## src/sfcp_pkg.sv

```systemverilog
// sfcp_pkg: shared types and codes for the serial frame and command parser
// no dependencies; imported by sfcp_step, serial_frame_and_command_parser and the bench
package sfcp_pkg;

	// parse phases
	localparam logic [3:0] PH_IDLE     = 4'd0;
	localparam logic [3:0] PH_FHEAD    = 4'd1;
	localparam logic [3:0] PH_LSTART   = 4'd2;
	localparam logic [3:0] PH_DHEAD    = 4'd3;
	localparam logic [3:0] PH_LEN      = 4'd4;
	localparam logic [3:0] PH_BODY     = 4'd5;
	localparam logic [3:0] PH_LINE     = 4'd6;
	localparam logic [3:0] PH_LINE_END = 4'd7;
	localparam logic [3:0] PH_DCMD     = 4'd8;

	// event codes
	localparam logic [2:0] EV_NONE    = 3'd0;
	localparam logic [2:0] EV_OK      = 3'd1;
	localparam logic [2:0] EV_BADSUM  = 3'd2;
	localparam logic [2:0] EV_BADLEN  = 3'd3;
	localparam logic [2:0] EV_LINE    = 3'd4;
	localparam logic [2:0] EV_LINEOVF = 3'd5;
	localparam logic [2:0] EV_DEBUG   = 3'd6;

	// byte kinds
	localparam logic [1:0] KIND_NONE  = 2'd0;
	localparam logic [1:0] KIND_FRAME = 2'd1;
	localparam logic [1:0] KIND_LINE  = 2'd2;
	localparam logic [1:0] KIND_DEBUG = 2'd3;

	// register indexes
	localparam logic [2:0] REG_FRAME_HEAD_FIRST  = 3'd0;
	localparam logic [2:0] REG_FRAME_HEAD_SECOND = 3'd1;
	localparam logic [2:0] REG_DEBUG_HEAD_FIRST  = 3'd2;
	localparam logic [2:0] REG_DEBUG_HEAD_SECOND = 3'd3;
	localparam logic [2:0] REG_LINE_START_BYTE   = 3'd4;
	localparam logic [2:0] REG_LINE_END_BYTE     = 3'd5;
	localparam logic [2:0] REG_MAX_FRAME_LENGTH  = 3'd6;
	localparam logic [2:0] REG_MAX_LINE_LENGTH   = 3'd7;

	// register reset values
	localparam logic [7:0] RST_LINE_START = 8'd13;
	localparam logic [7:0] RST_LINE_END   = 8'd10;
	localparam logic [7:0] RST_MAX_FRAME  = 8'd80;
	localparam logic [6:0] RST_MAX_LINE   = 7'd50;

	// shortest binary frame
	localparam logic [7:0] MIN_FRAME_LEN = 8'd3;

	typedef struct packed {
		logic [7:0] frame_head_first;
		logic [7:0] frame_head_second;
		logic [7:0] debug_head_first;
		logic [7:0] debug_head_second;
		logic [7:0] line_start_byte;
		logic [7:0] line_end_byte;
		logic [7:0] max_frame_length;
		logic [6:0] max_line_length;
	} cfg_t;

	typedef struct packed {
		logic [3:0] phase;
		logic [7:0] expected_length;
		logic [7:0] bytes_seen;
		logic [7:0] running_xor;
	} parse_state_t;

	typedef struct packed {
		logic [7:0] echo_byte;
		logic [1:0] byte_kind;
		logic [7:0] byte_position;
		logic [2:0] frame_event;
	} result_t;

endpackage

```

## src/serial_frame_and_command_parser.sv

```systemverilog
// serial_frame_and_command_parser: top level, config registers, parse state, result register
// depends on sfcp_pkg and sfcp_step
//
//   channel  signals                                  direction
//   rx       rx_valid, rx_stall, rx_byte              byte in
//   res      res_valid, res_stall, echo_byte,         tagged byte out
//            byte_kind, byte_position, frame_event
//   cfg      cfg_valid, cfg_ready, cfg_index, cfg_data register write
//
// one byte per cycle while rx_stall is low: each accepted byte is parsed in the accept
// cycle and its tagged result lands in the output register, visible the next cycle.
// rx_stall is raised only while a result is held and res_stall is high.
// arst_n clears the parse state, the output valid and loads register defaults.
// cfg_ready is always high.
module serial_frame_and_command_parser (
	input  logic       clk,
	input  logic       arst_n,
	input  logic       rx_valid,
	output logic       rx_stall,
	input  logic [7:0] rx_byte,
	output logic       res_valid,
	input  logic       res_stall,
	output logic [7:0] echo_byte,
	output logic [1:0] byte_kind,
	output logic [7:0] byte_position,
	output logic [2:0] frame_event,
	input  logic       cfg_valid,
	output logic       cfg_ready,
	input  logic [2:0] cfg_index,
	input  logic [7:0] cfg_data
);
	import sfcp_pkg::*;

	cfg_t         cfg_q;
	parse_state_t state_q;
	parse_state_t state_nxt;
	result_t      step_res;
	result_t      res_q;
	logic         res_valid_q;
	logic         rx_accept;

	assign cfg_ready = 1'b1;

	// register writes
	always_ff @(posedge clk or negedge arst_n) begin
		if (!arst_n) begin
			cfg_q.frame_head_first  <= 8'd0;
			cfg_q.frame_head_second <= 8'd0;
			cfg_q.debug_head_first  <= 8'd0;
			cfg_q.debug_head_second <= 8'd0;
			cfg_q.line_start_byte   <= RST_LINE_START;
			cfg_q.line_end_byte     <= RST_LINE_END;
			cfg_q.max_frame_length  <= RST_MAX_FRAME;
			cfg_q.max_line_length   <= RST_MAX_LINE;
		end else if (cfg_valid) begin
			case (cfg_index)
				REG_FRAME_HEAD_FIRST:  cfg_q.frame_head_first  <= cfg_data;
				REG_FRAME_HEAD_SECOND: cfg_q.frame_head_second <= cfg_data;
				REG_DEBUG_HEAD_FIRST:  cfg_q.debug_head_first  <= cfg_data;
				REG_DEBUG_HEAD_SECOND: cfg_q.debug_head_second <= cfg_data;
				REG_LINE_START_BYTE:   cfg_q.line_start_byte   <= cfg_data;
				REG_LINE_END_BYTE:     cfg_q.line_end_byte     <= cfg_data;
				REG_MAX_FRAME_LENGTH:  cfg_q.max_frame_length  <= cfg_data;
				REG_MAX_LINE_LENGTH:   cfg_q.max_line_length   <= cfg_data[6:0];
				default: ;
			endcase
		end
	end

	// input beat taken when the output register is free or draining
	assign rx_stall  = res_valid_q & res_stall;
	assign rx_accept = rx_valid & ~rx_stall;

	sfcp_step u_step (
		.cfg     (cfg_q),
		.cur     (state_q),
		.rx_byte (rx_byte),
		.nxt     (state_nxt),
		.res     (step_res)
	);

	// parse state
	always_ff @(posedge clk or negedge arst_n) begin
		if (!arst_n) begin
			state_q <= '0;
		end else if (rx_accept) begin
			state_q <= state_nxt;
		end
	end

	// output valid
	always_ff @(posedge clk or negedge arst_n) begin
		if (!arst_n) begin
			res_valid_q <= 1'b0;
		end else if (rx_accept) begin
			res_valid_q <= 1'b1;
		end else if (!res_stall) begin
			res_valid_q <= 1'b0;
		end
	end

	// output payload
	always_ff @(posedge clk) begin
		if (rx_accept) begin
			res_q <= step_res;
		end
	end

	assign res_valid     = res_valid_q;
	assign echo_byte     = res_q.echo_byte;
	assign byte_kind     = res_q.byte_kind;
	assign byte_position = res_q.byte_position;
	assign frame_event   = res_q.frame_event;

endmodule

```

## src/sfcp_step.sv

```systemverilog
// sfcp_step: next-state and tag logic for one received byte
// depends on sfcp_pkg
module sfcp_step (
	input  sfcp_pkg::cfg_t         cfg,
	input  sfcp_pkg::parse_state_t cur,
	input  logic [7:0]             rx_byte,
	output sfcp_pkg::parse_state_t nxt,
	output sfcp_pkg::result_t      res
);
	import sfcp_pkg::*;

	logic [8:0] body_next;
	logic [7:0] line_count;

	// frame end test and line body count
	assign body_next  = {1'b0, cur.bytes_seen} + 9'd1;
	assign line_count = cur.bytes_seen + 8'd1;

	// one byte through the parser
	always_comb begin
		nxt               = cur;
		res.echo_byte     = rx_byte;
		res.byte_kind     = KIND_NONE;
		res.byte_position = 8'd0;
		res.frame_event   = EV_NONE;
		case (cur.phase)
			PH_FHEAD: begin
				if (rx_byte == cfg.frame_head_second) begin
					res.byte_kind     = KIND_FRAME;
					res.byte_position = 8'd1;
					nxt.running_xor   = cur.running_xor ^ rx_byte;
					nxt.phase         = PH_LEN;
				end else begin
					nxt.phase = PH_IDLE;
				end
			end
			PH_LSTART: begin
				if (rx_byte == cfg.line_end_byte) begin
					nxt.bytes_seen = 8'd0;
					nxt.phase      = PH_LINE;
				end else begin
					nxt.phase = PH_IDLE;
				end
			end
			PH_DHEAD: begin
				if (rx_byte == cfg.debug_head_second) begin
					res.byte_kind     = KIND_DEBUG;
					res.byte_position = 8'd1;
					nxt.phase         = PH_DCMD;
				end else begin
					nxt.phase = PH_IDLE;
				end
			end
			PH_LEN: begin
				res.byte_kind       = KIND_FRAME;
				res.byte_position   = 8'd2;
				nxt.expected_length = rx_byte;
				if (rx_byte > cfg.max_frame_length || rx_byte < MIN_FRAME_LEN) begin
					res.frame_event = EV_BADLEN;
					nxt.phase       = PH_IDLE;
				end else if (rx_byte == MIN_FRAME_LEN) begin
					// length byte doubles as checksum
					res.frame_event = (rx_byte == cur.running_xor) ? EV_OK : EV_BADSUM;
					nxt.phase       = PH_IDLE;
				end else begin
					nxt.running_xor = cur.running_xor ^ rx_byte;
					nxt.bytes_seen  = MIN_FRAME_LEN;
					nxt.phase       = PH_BODY;
				end
			end
			PH_BODY: begin
				res.byte_kind     = KIND_FRAME;
				res.byte_position = cur.bytes_seen;
				if (body_next >= {1'b0, cur.expected_length}) begin
					res.frame_event = (rx_byte == cur.running_xor) ? EV_OK : EV_BADSUM;
					nxt.phase       = PH_IDLE;
				end else begin
					nxt.running_xor = cur.running_xor ^ rx_byte;
					nxt.bytes_seen  = body_next[7:0];
				end
			end
			PH_LINE: begin
				res.byte_position = cur.bytes_seen;
				if (rx_byte == cfg.line_start_byte) begin
					nxt.phase = PH_LINE_END;
				end else begin
					res.byte_kind  = KIND_LINE;
					nxt.bytes_seen = line_count;
					if (line_count >= {1'b0, cfg.max_line_length}) begin
						res.frame_event = EV_LINEOVF;
						nxt.phase       = PH_IDLE;
					end
				end
			end
			PH_LINE_END: begin
				res.byte_position = cur.bytes_seen;
				if (rx_byte == cfg.line_end_byte) begin
					// empty line keeps collecting
					if (cur.bytes_seen == 8'd0) begin
						nxt.phase = PH_LINE;
					end else begin
						res.frame_event = EV_LINE;
						nxt.phase       = PH_IDLE;
					end
				end else begin
					nxt.phase = PH_IDLE;
				end
			end
			PH_DCMD: begin
				res.byte_kind     = KIND_DEBUG;
				res.byte_position = 8'd2;
				res.frame_event   = EV_DEBUG;
				nxt.phase         = PH_IDLE;
			end
			default: begin
				// idle: frame header wins over line start, then debug header
				if (rx_byte == cfg.frame_head_first) begin
					res.byte_kind   = KIND_FRAME;
					nxt.running_xor = rx_byte;
					nxt.phase       = PH_FHEAD;
				end else if (rx_byte == cfg.line_start_byte) begin
					nxt.phase = PH_LSTART;
				end else if (rx_byte == cfg.debug_head_first) begin
					res.byte_kind = KIND_DEBUG;
					nxt.phase     = PH_DHEAD;
				end else begin
					nxt.phase = PH_IDLE;
				end
			end
		endcase
	end

endmodule

```

## config.mk

```make
export PLATFORM = sky130hd
export DESIGN_NAME = serial_frame_and_command_parser
export DESIGN_NICKNAME = d
export VERILOG_FILES = /design/src/sfcp_pkg.sv /design/src/serial_frame_and_command_parser.sv /design/src/sfcp_step.sv
export SDC_FILE = /design/constraint.sdc
export NUM_CORES = 1
export LEC_CHECK = 0
export BUFFER_PORTS_ARGS = -buffer_cell sky130_fd_sc_hd__buf_2
export CAP_MARGIN = 10
export CORE_MARGIN = 2
export CORE_UTILIZATION = 60
export CTS_CLUSTER_SIZE = 24
export DETAILED_ROUTE_END_ITERATION = 8
export GPL_ROUTABILITY_DRIVEN = 1
export PLACE_DENSITY = 0.76
export SYNTH_ARGS = -nofsm -noshare
export SYNTH_HDL_FRONTEND = slang
export SYNTH_SLANG_ARGS = --single-unit
export TNS_END_PERCENT = 1
```

## constraint.sdc

```tcl
create_clock -name clk -period 4.3 [get_ports clk]
set_clock_uncertainty 0.15 [all_clocks]
set_input_delay 0.645 -clock clk [delete_from_list [all_inputs] [get_ports clk]]
set_output_delay 0.645 -clock clk [all_outputs]
set_load 0.01 [all_outputs]
```

==> results.yml, run 1 <==
outcome:
  status: "finished clean"
synthesis:
  yosysSeqAreaShare_pct: 47.5
  synth_edf_count: 21
  synthFlopType: "dfrtp_1"
  ys_async_sr_fraction_pct: 81.4
  ys_types: 53
  ys_warn_count: 0
  syn_area_mm2: 0.00620
  avgSynthCellArea_um2: 11.2
  syn_inst: 555
  syn-num-nets: 604
  ys_seq_elements: 113
power:
  p_sw_mw: 0.935
  max-vdd-ir-drop_mv: 0.362
  pwr_density_cell_mw_per_mm2: 473
  power_frac_clock_pct: 39.2
  seqPwrFrac_pct: 41.7
  power.share.combinational_pct: 19.1
  p_int_mw: 2.41
  swShare_pct: 28.0
  p_leak_nw: 3.02
global_routing:
  grt_max_degree: 74
  first_global_vias: 4401
  grt_pass1_wl_um: 22800
  antenna_found_initial: 0
  grt-ovfl-total: 0
  grtUsageTotal_pct: 27.0
worst_setup_path:
  worstPathRequired_ns: 4.56
  path_delay_family: "simple AND/OR/NAND/NOR gates"
  path_cells: "ha_1 -> nand3_1 -> nor2_1 -> xor2_1 -> ha_1 -> a21oi_1 -> o21ai_0 -> a221oi_1 -> nor2b_1 -> nor3_1 -> o21ai_0 -> a22o_1"
  startpoint_type: "register"
  arrival_ns: 3.97
  crit_fanout: 9
  critPathMaxStageDelay_ns: 0.56
  slowest_stage: "nor3_1"
  crit_type: "reg -> reg"
  cp-end-kind: "register"
  crit_buf_inv: 0
sta:
  tightest_slew_ns: 1.24
  fin_crit_ns: 3.71
  hold_viol_final: 0
  drv_slew: 0
  tns_ns: 0
  finalCritPeriodShare_pct: 86.4
  clock.fmax_mhz: 269
  timing.final.ws_setup_ns: 0.587
  slew_headroom_pct: 16.4
  setup_viol: 0
  rsz0062_at_grt: "false"
layout:
  fin_util_pct: 69.4
  final_nets: 649
  syn_to_final_growth_pct: 14.1
  drive_gt1_share_pct: 27.9
  diodes: 0
cts:
  root_buffer: "clkbuf_8"
  cts_hold_buf: 0
  postCtsSetupBuffers: 0
  cts_buffers: 17
  clk_latency_ns: 0.54
  clkTransAtPathRegs_ns: 0.06
  cts_sinks: 113
  clk_path_buf_depth: 2
  htreeDepth: 4
  cts_tree: "yes"
  postCtsResizedCells: 0
floorplan:
  rows: 37
  ios: 48
  die_area_mm2: 0.0112
  start_util_pct: 60.9
  die_x_um: 106
  core-area_mm2: 0.0102
  die_y_um: 106
placement:
  place.gp.congestion: 0.862
  port_buffers: 46
  place_ws_ns: 0.668
  dp_hpwl_um: 9240
hold_path:
  hold_class: "in -> async"
routing:
  num_vias: 4427
  firstDrtPassIters: 5
  via_per_inst: 5.91
  wl_per_cell_um: 18.6
  finalWirelength_um: 13900
  drt_iter0_markers: 268
  drc: 0
  antenna_left: 0
job:
  drv_cap: 0
-- worst paths after layout --
check / from / end / slack [ns] / cells past startpoint
setup reg to reg: state_q[8] / state_q[10] / 0.59 / 12
max in group asynchronous: arst_n / cfg_q[25] / 3.02 / 2
hold reg to reg: cfg_q[9] / cfg_q[9] / 0.35 / 1
setup / recovery: state_q[8] / state_q[10] / 0.59 / 12
hold / removal: arst_n / state_q[7] / 0.08 / 1
min in group clk: rx_valid / res_valid / 0.18 / 2
-- per-stage QoR --
step	instances	hold slack [ns]	instance area, um^2	total power, mW
after global placement	717	0.335	6510	2.00
final	749	0.0822	7070	3.35
after CTS	749	0.129	7070	3.36
after detailed placement	717	0.343	6510	2.04
after global routing	749	0.181	7070	3.50
after floorplan	555	0.199	6200	1.87
-- metal layers --
metal	vias to the layer above	global-route usage [%]	share of wire, %
met3	24	5.81	5.7
met1	2193	36.1	45
met4	0	11.9	2.1
met5	-	0	0
met2	147	42.6	47
li1	2063	-	-
-- area by class of cell --
cell class	instances	area, um^2
Tap cell	136	170
Clock buffer	24	513
Timing Repair Buffer	50	263
Multi-Input combinational cell	391	3030
Clock inverter	8	48.8
Fill cell	744	3110
Inverter	27	101
Sequential cell	113	2950
-- cell usage in the layout (no fill, tap or decap), drive strengths merged, types with 14 or more instances in the layout --
master / n
edfxtp: 21
buf: 50
nor2b: 19
xor2: 27
inv: 28
xnor2: 28
a21oi: 15
o21ai: 14
ha: 25
nor2: 28
dfrtp: 82
nand2: 40
clkbuf: 24
mux2: 74
-- power by group through the flow --
stage / logic, mW / registers (mW) / clock network (mW)
after detailed placement: 0.632 / 1.41 / 0
final: 0.640 / 1.40 / 1.31
after floorplan: 0.483 / 1.38 / 0
after global placement: 0.606 / 1.40 / 0
after CTS: 0.640 / 1.39 / 1.33
after global routing: 0.711 / 1.42 / 1.37
-- synth_stat cells (all sizes together), types with 12 or more instances --
master	instances	area, um^2
nor4	12	96.3
nand2	40	150
inv	27	101
ha	25	313
edfxtp	21	631
a21oi	15	75.1
xor2	27	236
nor2b	19	119
o21ai	14	70.1
nor2	28	105
nand4	12	75.1
dfrtp	82	2050
buf	13	82.6
xnor2	28	245
mux2	74	833
-- state kept, by name, indices dropped and copies added (netlist names) --
register	flops
byte_kind	2
byte_position	8
cfg_q	63
echo_byte	8
frame_event	3
res_valid	1
state_q	28
-- logic make-up (layout without fill, tap and decap cells) --
| logic type | after synthesis | count (layout) | share of synthesized area [%] |
|---|---|---|---|
| simple gates | 166 | 166 | 14.8 |
| flops | 113 | 113 | 47.5 |
| fa+ha+maj | 25 | 25 | 5.05 |
| buf+inv | 51 | 109 | 3.63 |
| other cells | 1 | 1 | 0.0605 |
| mux | 82 | 82 | 14.7 |
| xor+xnor | 55 | 55 | 7.77 |
| compound gates | 62 | 62 | 6.44 |
(Power assumes the default switching activity.)
==> run 2: changes to the inputs <==
--- a/config.mk
+++ b/config.mk
@@ -12,8 +12,9 @@
 export CTS_CLUSTER_SIZE = 24
 export DETAILED_ROUTE_END_ITERATION = 8
 export GPL_ROUTABILITY_DRIVEN = 1
-export PLACE_DENSITY = 0.76
+export PLACE_DENSITY = 0.75
 export SYNTH_ARGS = -nofsm -noshare
 export SYNTH_HDL_FRONTEND = slang
+export SYNTH_HIERARCHICAL = 1
 export SYNTH_SLANG_ARGS = --single-unit
 export TNS_END_PERCENT = 1
==> run 2 against run 1 <==
First-iteration DRC count is 16% higher. Sequential power up 9%. Die area increased by 4.7%. Critical endpoint is now state_q[7]. Largest power group unchanged.
==> results.yml, run 2 <==
floorplan:
  die_area_mm2: 0.0117
  ios: 48
  start_util_pct: 60.8
  die_y_um: 108
  core-area_mm2: 0.0107
  die_x_um: 108
  rows: 38
worst_setup_path:
  r2r-start: "state_q[8]"
  worstPathRequired_ns: 4.57
  startpoint_type: "register"
  worstReg2RegEnd: "state_q[7]"
  r2r_setup_slack_ns: 0.59
  crit_buf_inv: 0
  crit_fanout: 17
  crit_type: "reg -> reg"
  arrival_ns: 3.97
  slowest_stage: "nor3b_4"
  path_delay_family: "simple AND/OR/NAND/NOR gates"
  reg2reg_depth: 13
  cp-end-kind: "register"
  critPathMaxStageDelay_ns: 0.58
  path_cells: "ha_1 -> nand2_1 -> nor2_1 -> xor2_1 -> ha_1 -> nand2_1 -> nor3_1 -> a21oi_2 -> nand3_1 -> nor3b_4 -> o21ai_0 -> a22o_1 -> mux2_2"
  cp.depth: 13
placement:
  place.gp.congestion: 0.965
  place_ws_ns: 0.504
  dp_hpwl_um: 10400
  postPlaceCellArea_mm2: 0.00675
  port_buffers: 46
power:
  p_leak_nw: 3.15
  swShare_pct: 30.8
  max-vdd-ir-drop_mv: 0.373
  seqPwrFrac_pct: 41.0
  power.share.combinational_pct: 26.8
  power_frac_clock_pct: 32.3
  p_int_mw: 2.59
  p_sw_mw: 1.15
  total_power_mw: 3.74
  pwr_density_cell_mw_per_mm2: 514
layout:
  final.fill_count: 833
  layout_commonest_cell: "mux2_2"
  diodes: 0
  top_register: "cfg_q"
  fin_util_pct: 67.9
  design_area_mm2: 0.00726
  reg.largest.list: "cfg_q (63), state_q (28)"
  final_nets: 659
  drive_gt1_share_pct: 32.1
  largest_register_ffs: 63
  mostFrequentLayoutCells: "mux2_2, dfrtp_1, buf_2"
  syn_to_final_growth_pct: 11.7
global_routing:
  grt_max_degree: 70
  grtUsageTotal_pct: 28.0
  antenna_found_initial: 0
  grt_pass1_wl_um: 24200
  grt-ovfl-total: 0
  first_global_vias: 4592
synthesis:
  ys_warn_count: 6
  synth-compound-area-share_pct: 8.84
  syn_inst: 572
  ys_types: 56
  synth_top_family_by_area: "multiplexers"
  syn-num-nets: 621
  yosys.area_share.simple_pct: 11.4
  synth_top_area_cell: "dfrtp_1"
  yosysSeqAreaShare_pct: 45.3
  ys_seq_elements: 113
  ys_top_cells_by_count: "mux2_2, dfrtp_1, xnor2_1"
  synthAdderAreaFrac_pct: 4.81
  ys_async_sr_fraction_pct: 81.4
  synthFlopType: "dfrtp_1"
  synth_edf_count: 21
  synth_top_area_share_pct: 31.6
  synthTopCellsByArea: "dfrtp_1, mux2_2, edfxtp_1"
  avgSynthCellArea_um2: 11.4
  syn_area_mm2: 0.00650
  synthMuxAreaShare_pct: 15.9
  synth_xor_area_share_pct: 8.49
  yosys.cell_count.top_type: "mux2_2"
cts:
  cts_sinks: 113
  cts_buffers: 17
  clkTransAtPathRegs_ns: 0.05
  cts_tree: "yes"
  postCtsResizedCells: 0
  root_buffer: "clkbuf_8"
  htreeDepth: 4
  postCtsSetupBuffers: 0
  clk_latency_ns: 0.54
  clk_path_buf_depth: 2
  cts_hold_buf: 0
outcome:
  status: "finished clean"
sta:
  timing.final.ws_setup_ns: 0.593
  tightest_slew_ns: 0.940
  rsz0062_at_grt: "false"
  hold_viol_final: 0
  setup_viol: 0
  drv_slew: 0
  clock.fmax_mhz: 270
  tns_ns: 0
  finalCritPeriodShare_pct: 86.2
  fin_crit_ns: 3.71
  slew_headroom_pct: 36.5
routing:
  wl_per_cell_um: 19.7
  finalWirelength_um: 15000
  drt_iter0_markers: 310
  via_per_inst: 6.05
  antenna_left: 0
  top_layer: "met4"
  num_vias: 4615
  drc: 0
  wl_met3_um: 748
  firstDrtPassIters: 7
  wl_met2_um: 7180
  wl_met1_um: 6500
hold_path:
  hold_class: "in -> async"
job:
  drv_cap: 0
-- run 2: changes by cell type in the layout (fill, tap and decap cells not counted), moves of 7 or more --
| cell | change |
|---|---|
| mux2_2 | +18 |
| mux2i_1 | -8 |
| nor2_1 | -10 |
| nor2b_1 | -16 |
| nor4_1 | -7 |
| o21ai_0 | +13 |
| xnor2_1 | +16 |
| xor2_1 | -8 |
-- run 2: worst reg2reg max path, delay by kind of cell (launching register included) --
family                     cells  cell delay [ns]
muxes                          1             0.26
adders and majority gates      2             0.59
DFF                            1             0.48
AOI/OAI and AO/OA              3             0.57
xor gates and xnor gates       1             0.14
and+or+nand+nor                6             1.38
-- run 2: power by group through the flow --
stage / clock network, mW / logic [mW] / registers (mW)
after floorplan: 0 / 0.767 / 1.50
after global placement: 0 / 0.939 / 1.53
after detailed placement: 0 / 0.985 / 1.55
after CTS: 1.23 / 0.995 / 1.53
after global routing: 1.27 / 1.11 / 1.57
final: 1.20 / 1.00 / 1.53
-- run 2: cell families after synthesis --
kind of cell             after synthesis
AO/OA/AOI/OAI                         88
XOR/XNOR                              63
AND/OR/NAND/NOR                      127
flip-flops                           113
buffers and inverters                 63
multiplexers                          92
adder cells (fa/ha/maj)               25
other                                  1
-- run 2: cell type report --
class                      count  area [um^2]  area share (%)
inverter                      27          101            1.40
clock buffer                  26          478            6.58
multi-input combinational    396         3230            44.5
tap                          140          175            2.41
timing repair buffer          55          300            4.14
sequential                   113         2950            40.6
clock inverter                 6         32.5           0.448
-- run 2: how the worst max path moves through the flow --
stage	from	endpoint	slack (ns)
floorplan	state_q[10]	state_q[9]	1.12
global route	state_q[8]	state_q[7]	0.30
detailed placement	rx_byte[3]	state_q[7]	0.50
global placement	rx_byte[3]	state_q[1]	0.65
finish	state_q[8]	state_q[7]	0.59
CTS	state_q[8]	state_q[7]	0.61
-- run 2: stage by stage --
| stage | hold slack, ns | cells |
|---|---|---|
| final | 0.0894 | 763 |
| after detailed placement | 0.344 | 731 |
| after floorplan | 0.199 | 572 |
| after global routing | 0.163 | 763 |
| after global placement | 0.339 | 731 |
| after CTS | 0.107 | 763 |
-- run 2: layer usage --
metal  GRT usage (%)  vias up
met4            15.4        0
met2            44.5      164
li1                -     2123
met5               0        -
met1            35.7     2281
met3            5.97       47
==> run 3: changes to the inputs <==
--- a/config.mk
+++ b/config.mk
@@ -7,6 +7,7 @@
 export LEC_CHECK = 0
 export BUFFER_PORTS_ARGS = -buffer_cell sky130_fd_sc_hd__buf_2
 export CAP_MARGIN = 10
+export CORE_ASPECT_RATIO = 0.8
 export CORE_MARGIN = 2
 export CORE_UTILIZATION = 60
 export CTS_CLUSTER_SIZE = 24
==> run 3 against run 2 <==
Hold slack better by 0.12 ns. Sequential power is essentially flat. Non-clock buffer count is the same. Worst setup slack got worse by 0.13 ns. Fmax fell by 3.3%. Cell count stayed put. Count of clock-buffer cells in the layout decreased by 1. Die area hardly changed. Highest routed layer unchanged. Via count up 0.48%. Register-to-register slack lost 0.13 ns.
==> results.yml, run 3 (synthesized netlist as in run 2, its figures left out) <==
outcome:
  status: "finished clean"
placement:
  port_buffers: 46
  dp_hpwl_um: 11200
  place.gp.congestion: 0.912
  postPlaceCellArea_mm2: 0.00675
hold_path:
  hold_class: "in -> async"
worst_setup_path:
  arrival_ns: 3.97
  startpoint_type: "register"
  path_cells: "ha_1 -> xor2_1 -> ha_1 -> a211oi_1 -> o21ai_0 -> a21oi_2 -> a21oi_1 -> nor4bb_1 -> buf_4 -> o211ai_1 -> a22o_1 -> mux2_2"
  cp-end-kind: "register"
  crit_type: "reg -> reg"
  r2r_setup_slack_ns: 0.47
  crit_fanout: 9
  slowest_stage: "dfrtp_1"
  worstPathRequired_ns: 4.44
  cpMostUsedCell: "ha_1"
  r2r-start: "state_q[8]"
  cp-startpoint: "state_q[8]"
  critPathMaxStageDelay_ns: 0.50
floorplan:
  die_y_um: 97.1
  start_util_pct: 62.5
  die_x_um: 120
  core-area_mm2: 0.0104
  rows: 33
  die_area_mm2: 0.0117
  ios: 48
sta:
  finalCritPeriodShare_pct: 89.1
  setup_viol: 0
  drv_slew: 0
  rsz0062_at_grt: "false"
  fin_crit_ns: 3.83
  timing.hold.ws_ns: 0.209
  hold_viol_final: 0
  tightest_slew_ns: 0.920
  slew_headroom_pct: 38.7
  clock.fmax_mhz: 261
  tns_ns: 0
layout:
  multi_input_area_mm2: 0.00323
  diodes: 0
  syn_to_final_growth_pct: 13.1
  top_register: "cfg_q"
  layout_commonest_cell: "mux2_2"
  seqCellArea_mm2: 0.00295
  final_nets: 659
  design_area_mm2: 0.00735
  reg.largest.list: "cfg_q (63), state_q (28)"
  drive_gt1_share_pct: 32.6
  final.fill_count: 760
  largest_register_ffs: 63
  mostFrequentLayoutCells: "mux2_2, dfrtp_1, buf_2"
cts:
  clk_path_buf_depth: 2
  htreeDepth: 4
  cts_buffers: 17
  cts_hold_buf: 0
  cts_sinks: 113
  postCtsSetupBuffers: 0
  clk_latency_ns: 0.41
  root_buffer: "clkbuf_16"
  clkTransAtPathRegs_ns: 0.05
  cts_tree: "yes"
  postCtsResizedCells: 0
routing:
  finalWirelength_um: 15900
  drt_iter0_markers: 555
  num_vias: 4637
  drc: 0
  antenna_left: 0
  firstDrtPassIters: 6
  wl_per_cell_um: 20.8
  via_per_inst: 6.08
global_routing:
  antenna_found_initial: 0
  grt_pass1_wl_um: 25600
  grtUsageTotal_pct: 29.1
  grt_max_degree: 71
  grt-ovfl-total: 0
  first_global_vias: 4634
power:
  p_leak_nw: 3.18
  total_power_mw: 3.95
  pwr_density_cell_mw_per_mm2: 538
  max-vdd-ir-drop_mv: 0.307
job:
  drv_cap: 0
[run 3: through the flow]
stage | util [%] | setup WS [ns] | std cells
global route | 70.6 | 0.170 | 763
finish | 70.6 | 0.467 | 763
floorplan | - | 1.12 | 572
detailed placement | 64.9 | 0.543 | 731
global placement | 64.9 | 0.723 | 731
CTS | 70.6 | 0.555 | 763
[run 3: cell type report]
cell class	count	share of cell area [%]
Multi-Input combinational cell	396	43.9
Sequential cell	113	40.1
Clock buffer	25	7.18
Timing Repair Buffer	55	4.09
Tap cell	140	2.38
Inverter	27	1.38
Clock inverter	7	0.970
[run 3: metal layers]
layer	GRT usage, %	share of wire, %
met1	42.9	46
met2	41.9	45
met3	7.57	8.2
met4	9.48	1.4
met5	0	0
[run 3: power by group]
group          internal (mW)  total, mW  switching [mW]
registers               1.34       1.54           0.196
logic                  0.499       1.02           0.525
clock network          0.908       1.39           0.481
total                   2.75       3.95            1.20
[run 3: path summary, 6_finish.rpt]
kind                         endpoint  depth (start not counted)
setup / recovery           state_q[6]                         12
hold reg to reg              cfg_q[6]                          1
max in group asynchronous   cfg_q[26]                          2
setup reg to reg           state_q[6]                         12
min in group clk            res_valid                          2
hold / removal              cfg_q[59]                          1
[run 3: critical path: cells and delay by family (launching register included)]
family / cells / cell delay (ns)
compound gates: 6 / 1.18
xor+xnor: 1 / 0.45
fa+ha+maj: 2 / 0.65
buf+inv: 1 / 0.21
flops: 1 / 0.50
mux: 1 / 0.27
simple gates: 1 / 0.30
